===== src/sv/sha5_pkg.sv =====
// package: request and digest types, controller codes, sha-512 constants and functions
`timescale 1ns / 1ps
package sha5_pkg;

	localparam int unsigned NumRounds = 80;
	localparam int unsigned BlockBytes = 128;
	localparam int unsigned BlockWords = 16;
	localparam int unsigned LenOffset = 112;

	typedef struct packed {
		logic       opcode;
		logic [7:0] data_byte;
	} req_t;

	typedef struct packed {
		logic [2:0]  word_index;
		logic [63:0] digest_word;
		logic        last;
		logic        length_overflow;
	} rsp_t;

	localparam logic OP_ABSORB = 1'b0;
	localparam logic OP_FINISH = 1'b1;

	typedef enum logic [2:0] {
		ST_IDLE,
		ST_INIT,
		ST_ROUND,
		ST_FINAL,
		ST_EMIT
	} state_t;

	typedef enum logic [1:0] {
		PH_DATA,
		PH_EXTRA,
		PH_LAST
	} phase_t;

	typedef struct packed {
		logic       absorb;
		logic       pad;
		logic       zero_len;
		logic       init;
		logic       round;
		logic       final_add;
		logic       clear;
		logic [6:0] rnd;
		logic [2:0] emit_idx;
	} dp_cmd_t;

	typedef struct packed {
		logic fill_last;
		logic len_ovf;
		logic pad_extra;
	} dp_sts_t;

	localparam logic [63:0] IV [8] = '{
		64'h6A09E667F3BCC908, 64'hBB67AE8584CAA73B, 64'h3C6EF372FE94F82B,
		64'hA54FF53A5F1D36F1, 64'h510E527FADE682D1, 64'h9B05688C2B3E6C1F,
		64'h1F83D9ABFB41BD6B, 64'h5BE0CD19137E2179
	};

	localparam logic [63:0] KTAB [80] = '{
		64'h428A2F98D728AE22, 64'h7137449123EF65CD, 64'hB5C0FBCFEC4D3B2F, 64'hE9B5DBA58189DBBC,
		64'h3956C25BF348B538, 64'h59F111F1B605D019, 64'h923F82A4AF194F9B, 64'hAB1C5ED5DA6D8118,
		64'hD807AA98A3030242, 64'h12835B0145706FBE, 64'h243185BE4EE4B28C, 64'h550C7DC3D5FFB4E2,
		64'h72BE5D74F27B896F, 64'h80DEB1FE3B1696B1, 64'h9BDC06A725C71235, 64'hC19BF174CF692694,
		64'hE49B69C19EF14AD2, 64'hEFBE4786384F25E3, 64'h0FC19DC68B8CD5B5, 64'h240CA1CC77AC9C65,
		64'h2DE92C6F592B0275, 64'h4A7484AA6EA6E483, 64'h5CB0A9DCBD41FBD4, 64'h76F988DA831153B5,
		64'h983E5152EE66DFAB, 64'hA831C66D2DB43210, 64'hB00327C898FB213F, 64'hBF597FC7BEEF0EE4,
		64'hC6E00BF33DA88FC2, 64'hD5A79147930AA725, 64'h06CA6351E003826F, 64'h142929670A0E6E70,
		64'h27B70A8546D22FFC, 64'h2E1B21385C26C926, 64'h4D2C6DFC5AC42AED, 64'h53380D139D95B3DF,
		64'h650A73548BAF63DE, 64'h766A0ABB3C77B2A8, 64'h81C2C92E47EDAEE6, 64'h92722C851482353B,
		64'hA2BFE8A14CF10364, 64'hA81A664BBC423001, 64'hC24B8B70D0F89791, 64'hC76C51A30654BE30,
		64'hD192E819D6EF5218, 64'hD69906245565A910, 64'hF40E35855771202A, 64'h106AA07032BBD1B8,
		64'h19A4C116B8D2D0C8, 64'h1E376C085141AB53, 64'h2748774CDF8EEB99, 64'h34B0BCB5E19B48A8,
		64'h391C0CB3C5C95A63, 64'h4ED8AA4AE3418ACB, 64'h5B9CCA4F7763E373, 64'h682E6FF3D6B2B8A3,
		64'h748F82EE5DEFB2FC, 64'h78A5636F43172F60, 64'h84C87814A1F0AB72, 64'h8CC702081A6439EC,
		64'h90BEFFFA23631E28, 64'hA4506CEBDE82BDE9, 64'hBEF9A3F7B2C67915, 64'hC67178F2E372532B,
		64'hCA273ECEEA26619C, 64'hD186B8C721C0C207, 64'hEADA7DD6CDE0EB1E, 64'hF57D4F7FEE6ED178,
		64'h06F067AA72176FBA, 64'h0A637DC5A2C898A6, 64'h113F9804BEF90DAE, 64'h1B710B35131C471B,
		64'h28DB77F523047D84, 64'h32CAAB7B40C72493, 64'h3C9EBE0A15C9BEBC, 64'h431D67C49C100D4C,
		64'h4CC5D4BECB3E42B6, 64'h597F299CFC657E2A, 64'h5FCB6FAB3AD6FAEC, 64'h6C44198C4A475817
	};

	function automatic logic [63:0] rotr(input logic [63:0] x, input int unsigned n);
		rotr = (x >> n) | (x << (64 - n));
	endfunction

	function automatic logic [63:0] sig0(input logic [63:0] x);
		sig0 = rotr(x, 1) ^ rotr(x, 8) ^ (x >> 7);
	endfunction

	function automatic logic [63:0] sig1(input logic [63:0] x);
		sig1 = rotr(x, 19) ^ rotr(x, 61) ^ (x >> 6);
	endfunction

	function automatic logic [63:0] bsig0(input logic [63:0] x);
		bsig0 = rotr(x, 28) ^ rotr(x, 34) ^ rotr(x, 39);
	endfunction

	function automatic logic [63:0] bsig1(input logic [63:0] x);
		bsig1 = rotr(x, 14) ^ rotr(x, 18) ^ rotr(x, 41);
	endfunction

endpackage


===== src/sv/sha5_ctrl.sv =====
// controller: request intake, compression sequencing and digest emission
`timescale 1ns / 1ps
module sha5_ctrl (
	input  logic              clk,
	input  logic              arst_n,
	input  logic              req_valid,
	output logic              req_stall,
	input  sha5_pkg::req_t    req_data,
	output logic              rsp_valid,
	input  logic              rsp_stall,
	output logic              rsp_last,
	output sha5_pkg::dp_cmd_t cmd,
	input  sha5_pkg::dp_sts_t sts
);
	import sha5_pkg::*;

	state_t     state_q;
	state_t     state_d;
	phase_t     phase_q;
	logic [6:0] rnd_q;
	logic [2:0] emit_q;
	logic       req_acc;
	logic       rsp_acc;

	assign req_stall = (state_q != ST_IDLE);
	assign req_acc = req_valid && !req_stall;
	assign rsp_valid = (state_q == ST_EMIT);
	assign rsp_acc = rsp_valid && !rsp_stall;
	assign rsp_last = (&emit_q);

	always_comb begin
		state_d = state_q;
		unique case (state_q)
			ST_IDLE: begin
				if (req_acc) begin
					if (req_data.opcode == OP_FINISH) begin
						state_d = ST_INIT;
					end else if (sts.fill_last && !sts.len_ovf) begin
						state_d = ST_INIT;
					end
				end
			end
			ST_INIT: state_d = ST_ROUND;
			ST_ROUND: begin
				if (rnd_q == 7'(NumRounds - 1)) begin
					state_d = ST_FINAL;
				end
			end
			ST_FINAL: begin
				unique case (phase_q)
					PH_DATA:  state_d = ST_IDLE;
					PH_EXTRA: state_d = ST_INIT;
					PH_LAST:  state_d = ST_EMIT;
					default:  state_d = ST_IDLE;
				endcase
			end
			ST_EMIT: begin
				if (rsp_acc && rsp_last) begin
					state_d = ST_IDLE;
				end
			end
			default: state_d = ST_IDLE;
		endcase
	end

	always_comb begin
		cmd = '0;
		cmd.rnd = rnd_q;
		cmd.emit_idx = emit_q;
		unique case (state_q)
			ST_IDLE: begin
				cmd.absorb = req_acc && (req_data.opcode == OP_ABSORB);
				cmd.pad = req_acc && (req_data.opcode == OP_FINISH);
			end
			ST_INIT:  cmd.init = 1'b1;
			ST_ROUND: cmd.round = 1'b1;
			ST_FINAL: begin
				cmd.final_add = 1'b1;
				cmd.zero_len = (phase_q == PH_EXTRA);
			end
			ST_EMIT:  cmd.clear = rsp_acc && rsp_last;
			default: ;
		endcase
	end

	always_ff @(posedge clk or negedge arst_n) begin
		if (!arst_n) begin
			state_q <= ST_IDLE;
			phase_q <= PH_DATA;
			rnd_q <= '0;
			emit_q <= '0;
		end else begin
			state_q <= state_d;
			if (req_acc) begin
				if (req_data.opcode == OP_FINISH) begin
					phase_q <= sts.pad_extra ? PH_EXTRA : PH_LAST;
				end else begin
					phase_q <= PH_DATA;
				end
			end else if (state_q == ST_FINAL && phase_q == PH_EXTRA) begin
				phase_q <= PH_LAST;
			end
			if (state_q == ST_ROUND) begin
				rnd_q <= rnd_q + 7'd1;
			end else begin
				rnd_q <= '0;
			end
			if (rsp_acc) begin
				emit_q <= emit_q + 3'd1;
			end
		end
	end

endmodule


===== config.mk =====
export PLATFORM = sky130hd
export DESIGN_NAME = sha5_ctrl
export DESIGN_NICKNAME = d
export VERILOG_FILES = /design/src/sv/sha5_pkg.sv /design/src/sv/sha5_ctrl.sv
export SDC_FILE = /design/constraint.sdc
export NUM_CORES = 1
export LEC_CHECK = 0
export ABC_AREA = 0
export BUFFER_PORTS_ARGS = -buffer_cell sky130_fd_sc_hd__buf_4
export CORE_MARGIN = 3
export CORE_UTILIZATION = 47
export CTS_BUF_LIST = sky130_fd_sc_hd__clkbuf_8
export DETAILED_ROUTE_END_ITERATION = 8
export HOLD_SLACK_MARGIN = 0.1
export PLACE_DENSITY = 0.81
export RECOVER_POWER = 25
export SLEW_MARGIN = 10
export SYNTH_ARGS = -nofsm -noshare
export SYNTH_HDL_FRONTEND = slang
export SYNTH_SLANG_ARGS = --single-unit

===== constraint.sdc =====
create_clock -name clk -period 1.75 [get_ports clk]
set_input_delay 0.175 -clock clk [delete_from_list [all_inputs] [get_ports clk]]
set_output_delay 0.175 -clock clk [all_outputs]
set_load 0.1 [all_outputs]

==> results of run 1 <==
## cells by family (layout without fill, tap and decap cells)
family,Yosys count,after routing,share of synthesized area [%]
fa+ha+maj,3,3,4.927
simple gates,33,33,27.26
mux,2,2,2.955
buf+inv,5,40,3.612
flops,15,15,49.26
xor+xnor,6,6,6.898
compound gates,6,6,5.091
## layout make-up
type / instances / area share [%]
clock buffers: 3 / 3.650
inverters: 4 / 1.438
multi-input cells: 50 / 35.95
well taps: 15 / 1.659
flip-flops and latches: 15 / 34.07
repair buffers: 32 / 22.90
clock inverters: 1 / 0.3319
## cells in the mapped netlist
| cell type | number |
|---|---|
| dfrtp_1 | 15 |
| nor2_1 | 8 |
| and3_1 | 3 |
| ha_1 | 3 |
| inv_1 | 3 |
| nand3_1 | 3 |
| xnor2_1 | 3 |
| xor2_1 | 3 |
| a21oi_1 | 2 |
| and2_1 | 2 |
| mux2_2 | 2 |
| nand2_1 | 2 |
| nor2b_1 | 2 |
| nor3_1 | 2 |
| nor3b_1 | 2 |
| a21o_1 | 1 |
| a31oi_1 | 1 |
| a32o_1 | 1 |
| and2_2 | 1 |
| buf_6 | 1 |
| clkinv_2 | 1 |
| nand2b_1 | 1 |
| nand3b_1 | 1 |
| nor2_2 | 1 |
| nor2_4 | 1 |
| nor4b_1 | 1 |
| nor4b_4 | 1 |
| o21ai_0 | 1 |
| or2_1 | 1 |
| or3b_1 | 1 |
## state kept, by name, summed over array words and instances, names as in the netlist
register	flops
rnd_q	7
emit_q	3
phase_q	2
state_q	3
## per-stage QoR
stage	utilization, %	power, uW	instance area, sq um	hold slack (ns)
final	79.93	2212	1131	0.1863
after CTS	76.75	2179	1086	0.1842
after global routing	79.93	2338	1131	0.2028
after global placement	71.97	1857	1018	0.03735
after detailed placement	71.97	1882	1018	0.04105
after floorplan	-	1628	800.8	-0.1206
## power breakdown
group	switching [uW]	leakage, uW	total (uW)	internal (uW)
registers	139	0.000188	596	458
logic	989	0.000340	1340	352
clock network	120	0.0000269	275	155
## timing repair
item | CTS | global route
endpoints found under the hold margin | 15 | 0
setup endpoints to repair | 2 | 3
pin swaps | 0 | 1
buffers inserted | 0 | 3
gates resized for setup | 3 | 9
hold buffers | 1 | 0
## routing by layer
| layer | up-vias | global-route usage [%] |
|---|---|---|
| li1 | 305 | - |
| met3 | 2 | 7.422 |
| met2 | 23 | 32.14 |
| met4 | 0 | 3.409 |
| met5 | - | 0 |
| met1 | 286 | 21.90 |
## how the worst max path moves through the flow
stage	startpoint	depth (start not counted)	end
6_report	state_q[0]	3	cmd[12]
2_1_floorplan	state_q[2]	2	state_q[1]
3_5_place_dp	state_q[2]	4	cmd[16]
5_1_grt	state_q[0]	3	cmd[12]
4_1_cts	state_q[1]	5	cmd[10]
3_3_place_gp	state_q[1]	4	cmd[16]
==> qor.csv, run 1 <==
metric,value,unit
cts_tree,yes,
period_needed,1.682,ns
clk_pin_slew_worst_paths,0.06,ns
final_common_cell,buf_4,
crit_required,1.57,ns
gp_congestion,0.6993,
synth_nets,89,
grt_max_degree,16,
tightestPinTransition,0.8136,ns
cts.htree.levels,1,
worst_clock_skew,0.004252,ns
antenna_found_initial,0,
crit_family,flip-flops,
slowest_delay,0.47,ns
period_share,96.12,%
area_growth,48.44,%
start_util,53.85,%
drt-total-wl,1663,microns
top_layer,met4,
drt_pass1_iterations,4,
p_leak,0.0005551,uW
final_max_slew_viol_count,0,
dp_hpwl,1260,microns
mostFrequentLayoutCells,"28 x buf_4, 8 x dfrtp_2, 7 x dfrtp_1",
die_x,46.27,microns
core_area,0.001415,sq mm
vias,616,
grt_remaining_overflow,0,
fp-row-count,13,
crit_arrival,1.51,ns
dp.cells,112,
pre_cts_slack,0.1677,ns
finalSetupViolCount,0,
grt_pass1_wl,2766,microns
die-area,0.002140,sq mm
rsz0062_at_grt,false,
hp-start,sts[0],
cts_root_buf,clkbuf_8,
status,"finished, final reports clean",
hold_class,input pin to register,
min_path_cells,2,
fin_nets,125,
die_h,46.27,microns
yosysWarnings,0,
avgRoutedWirePerCell,13.86,microns
netlist_instances,70,
cp_max_fo,6,
r2r_slack,0.31,ns
drt_iter0_markers,8,
slowest_stage,dfrtp_2,
ios,36,
ys_seq_elements,15,
crit_type,register to output pin,
num_antenna_cells,0,
r2r_start,state_q[1],
final_cells,120,
seqCellArea,385.4,sq um
viasPerCell,5.133,
tns,0,ns
min_to,phase_q[0],
synth.top_cell.area_share,49.26,%
drive_gt1_share,53.33,%
timing.rr.end,emit_q[1],
end_kind,output pin,
slew_headroom,45.76,%
cts_sinks,15,
netlist_top_cells_area,"dfrtp_1 49%, ha_1 4.9%, nor2_1 3.9%",
powerDensity,1955,mW/mm^2
ir_worst_vdd,1347,uV
syn_area_per_cell,10.89,sq um
cp-start-kind,register,
dr_wl_met2,836,microns
rr_worst_depth,5,
drc,0,
wl_met1,688,microns
cts_made_buffers,3,
wl_met3,128,microns
cp_num_buf_inv,2,
hold_viol,0,
insertion_delay,0.24,ns
setup_slack,0.06786,ns
multi_input_area,406.6,sq um
grtUsageTotal,18.68,%
grt_pass1_vias,602,
numPortBuffers,27,
cts_max_path_buffers,2,
crit_chain,or3b_1 -> clkinv_2 -> buf_4,
fillers,100,
synthDistinctLibCells,30,
synth.cell_area,762.0,sq um
ant_nets,0,
max_freq,0.5945,GHz
drv_cap,0,
synth_top_area_cell,dfrtp_1,
ys_seq_area_share,49.26,%
Note: power is estimated with default switching activity, not from simulation.
==> run 2: changes to the inputs <==
--- a/config.mk
+++ b/config.mk
@@ -12,7 +12,7 @@
 export CTS_BUF_LIST = sky130_fd_sc_hd__clkbuf_8
 export DETAILED_ROUTE_END_ITERATION = 8
 export HOLD_SLACK_MARGIN = 0.1
-export PLACE_DENSITY = 0.81
+export PLACE_DENSITY = 0.88
 export RECOVER_POWER = 25
 export SLEW_MARGIN = 10
 export SYNTH_ARGS = -nofsm -noshare
==> run 2 against run 1 <==
  * Fmax is 0.36% higher
  * Setup slack better by 0.0060 ns
  * Die area is the same
  * Largest power group unchanged
  * Highest routed layer unchanged
==> qor.csv, run 2 (synthesized netlist as in run 1, its figures left out) <==
metric,value,unit,change
status,"finished, final reports clean",,
num_antenna_cells,0,,unchanged
drc,0,,unchanged
hp-start,sts[0],,
end_kind,output pin,,
gp_congestion,0.7226,,+3.3%
insertion_delay,0.24,ns,about the same
min_to,phase_q[0],,
max_freq,0.5966,GHz,+0.36%
worst_clock_skew,0.001803,ns,-0.002449 ns
mostFrequentLayoutCells,"27 x buf_4, 8 x dfrtp_2, 7 x dfrtp_1",,
avgRoutedWirePerCell,14.98,microns,+8.1%
cp.depth,3,,unchanged
cp_num_buf_inv,2,,unchanged
final_max_slew_viol_count,0,,unchanged
period_needed,1.676,ns,-0.005965 ns
grt_remaining_overflow,0,,unchanged
crit_arrival,1.50,ns,about the same
ios,36,,unchanged
p_leak,0.0005529,uW,-0.40%
slowest_delay,0.45,ns,-0.02 ns
cts_max_path_buffers,2,,unchanged
r2r_slack,0.29,ns,-0.02 ns
die-area,0.002140,sq mm,unchanged
crit_family,flip-flops,,
cts_sinks,15,,unchanged
antenna_found_initial,0,,unchanged
viasPerCell,5.458,,+6.3%
slew_headroom,47.87,%,+2.1 points
dpl_cell_area,0.001026,sq mm,+0.74%
top_register,rnd_q,,
cp_max_fo,6,,unchanged
start_util,53.85,%,unchanged
fillers,78,,-22%
ant_nets,0,,unchanged
cts_root_buf,clkbuf_8,,
die_x,46.27,microns,unchanged
finalSetupViolCount,0,,unchanged
dp.cells,113,,+0.89%
slowest_stage,dfrtp_2,,
drive_gt1_share,54.29,%,+0.95 points
grt_pass1_vias,660,,+9.6%
clk_pin_slew_worst_paths,0.06,ns,about the same
r2r_start,state_q[1],,
fp-row-count,13,,unchanged
setup_slack,0.07382,ns,+0.005965 ns
period_share,95.78,%,-0.34 points
numPortBuffers,27,,unchanged
vias,655,,+6.3%
drv_cap,0,,unchanged
finalInstanceArea,0.001125,sq mm,-0.55%
cts_tree,yes,,
crit_required,1.57,ns,about the same
core_area,0.001415,sq mm,unchanged
hold_class,input pin to register,,
min_path_cells,2,,unchanged
die_h,46.27,microns,unchanged
grt_pass1_wl,3029,microns,+9.5%
rsz0062_at_grt,false,,
postLayoutCoreUtil,79.49,%,-0.44 points
ir_worst_vdd,1670,uV,+24%
top_regs,"rnd_q: 7 flops, emit_q: 3 flops, state_q: 3 flops",,
final_common_cell,buf_4,,
drt_iter0_markers,7,,-1
hold_viol,0,,unchanged
cts_made_buffers,3,,unchanged
dp_hpwl,1307,microns,+3.8%
timing.rr.end,emit_q[1],,
grtUsageTotal,20.53,%,+1.9 points
area_growth,47.62,%,
fin_nets,125,,unchanged
crit_chain,or3b_1 -> clkinv_2 -> buf_4,,
largest_reg_flops,7,,unchanged
drt-total-wl,1797,microns,+8.1%
drt_pass1_iterations,2,,-2
pre_cts_slack,0.1962,ns,+0.02852 ns
cp-start-kind,register,,
tightestPinTransition,0.7820,ns,-0.03156 ns
rr_worst_depth,5,,unchanged
crit_type,register to output pin,,
grt_max_degree,16,,unchanged
cts.htree.levels,1,,unchanged
final_cells,120,,unchanged
powerDensity,1980,mW/mm^2,+1.2%
-- run 2: cell counts in the layout (fill, tap and decap cells not counted) --
Identical to the previous run, type by type.
-- run 2: area by class of cell --
class	count	area (sq um)	share of cell area, %
timing repair buffer	32	257.7	22.91
clock inverter	1	3.754	0.3337
clock buffer	3	41.29	3.671
sequential	15	385.4	34.26
multi-input combinational	50	401.6	35.71
tap	15	18.77	1.669
inverter	4	16.27	1.446
-- run 2: power breakdown --
group          leakage (uW)  switching (uW)  internal (uW)
Clock             0.0000269             109            155
Sequential         0.000188             134            458
Combinational      0.000338            1010            362
-- run 2: per-stage QoR --
step | power [uW] | TNS [ns] | hold WS (ns)
floorplan | 1628 | -0.9011 | -0.1206
global placement | 1865 | 0 | 0.03614
detailed placement | 1903 | 0 | 0.03691
CTS | 2197 | 0 | 0.1976
global route | 2338 | 0 | 0.2167
finish | 2227 | 0 | 0.2000
-- run 2: layer usage --
metal	vias up	routed length, microns	track usage (%)
met3	4	99	4.688
met2	18	951	33.52
met5	-	0	0
met1	326	726	25.12
li1	307	-	-
met4	0	19	10.23
-- run 2: how the worst max path moves through the flow --
stage | start | endpoint | slack, ns
2_1_floorplan | state_q[2] | state_q[1] | -0.22
3_3_place_gp | state_q[1] | cmd[16] | 0.19
3_5_place_dp | state_q[1] | cmd[16] | 0.20
4_1_cts | state_q[1] | cmd[10] | 0.001
5_1_grt | state_q[2] | cmd[16] | 0.02
6_report | state_q[0] | cmd[12] | 0.07
-- run 2: timing repair --
action,in CTS,in global routing
setup buffers,0,2
resized for setup,3,8
hold endpoints to repair,15,0
hold buffers,1,0
pin swaps,0,2
endpoints found under the setup margin,2,3
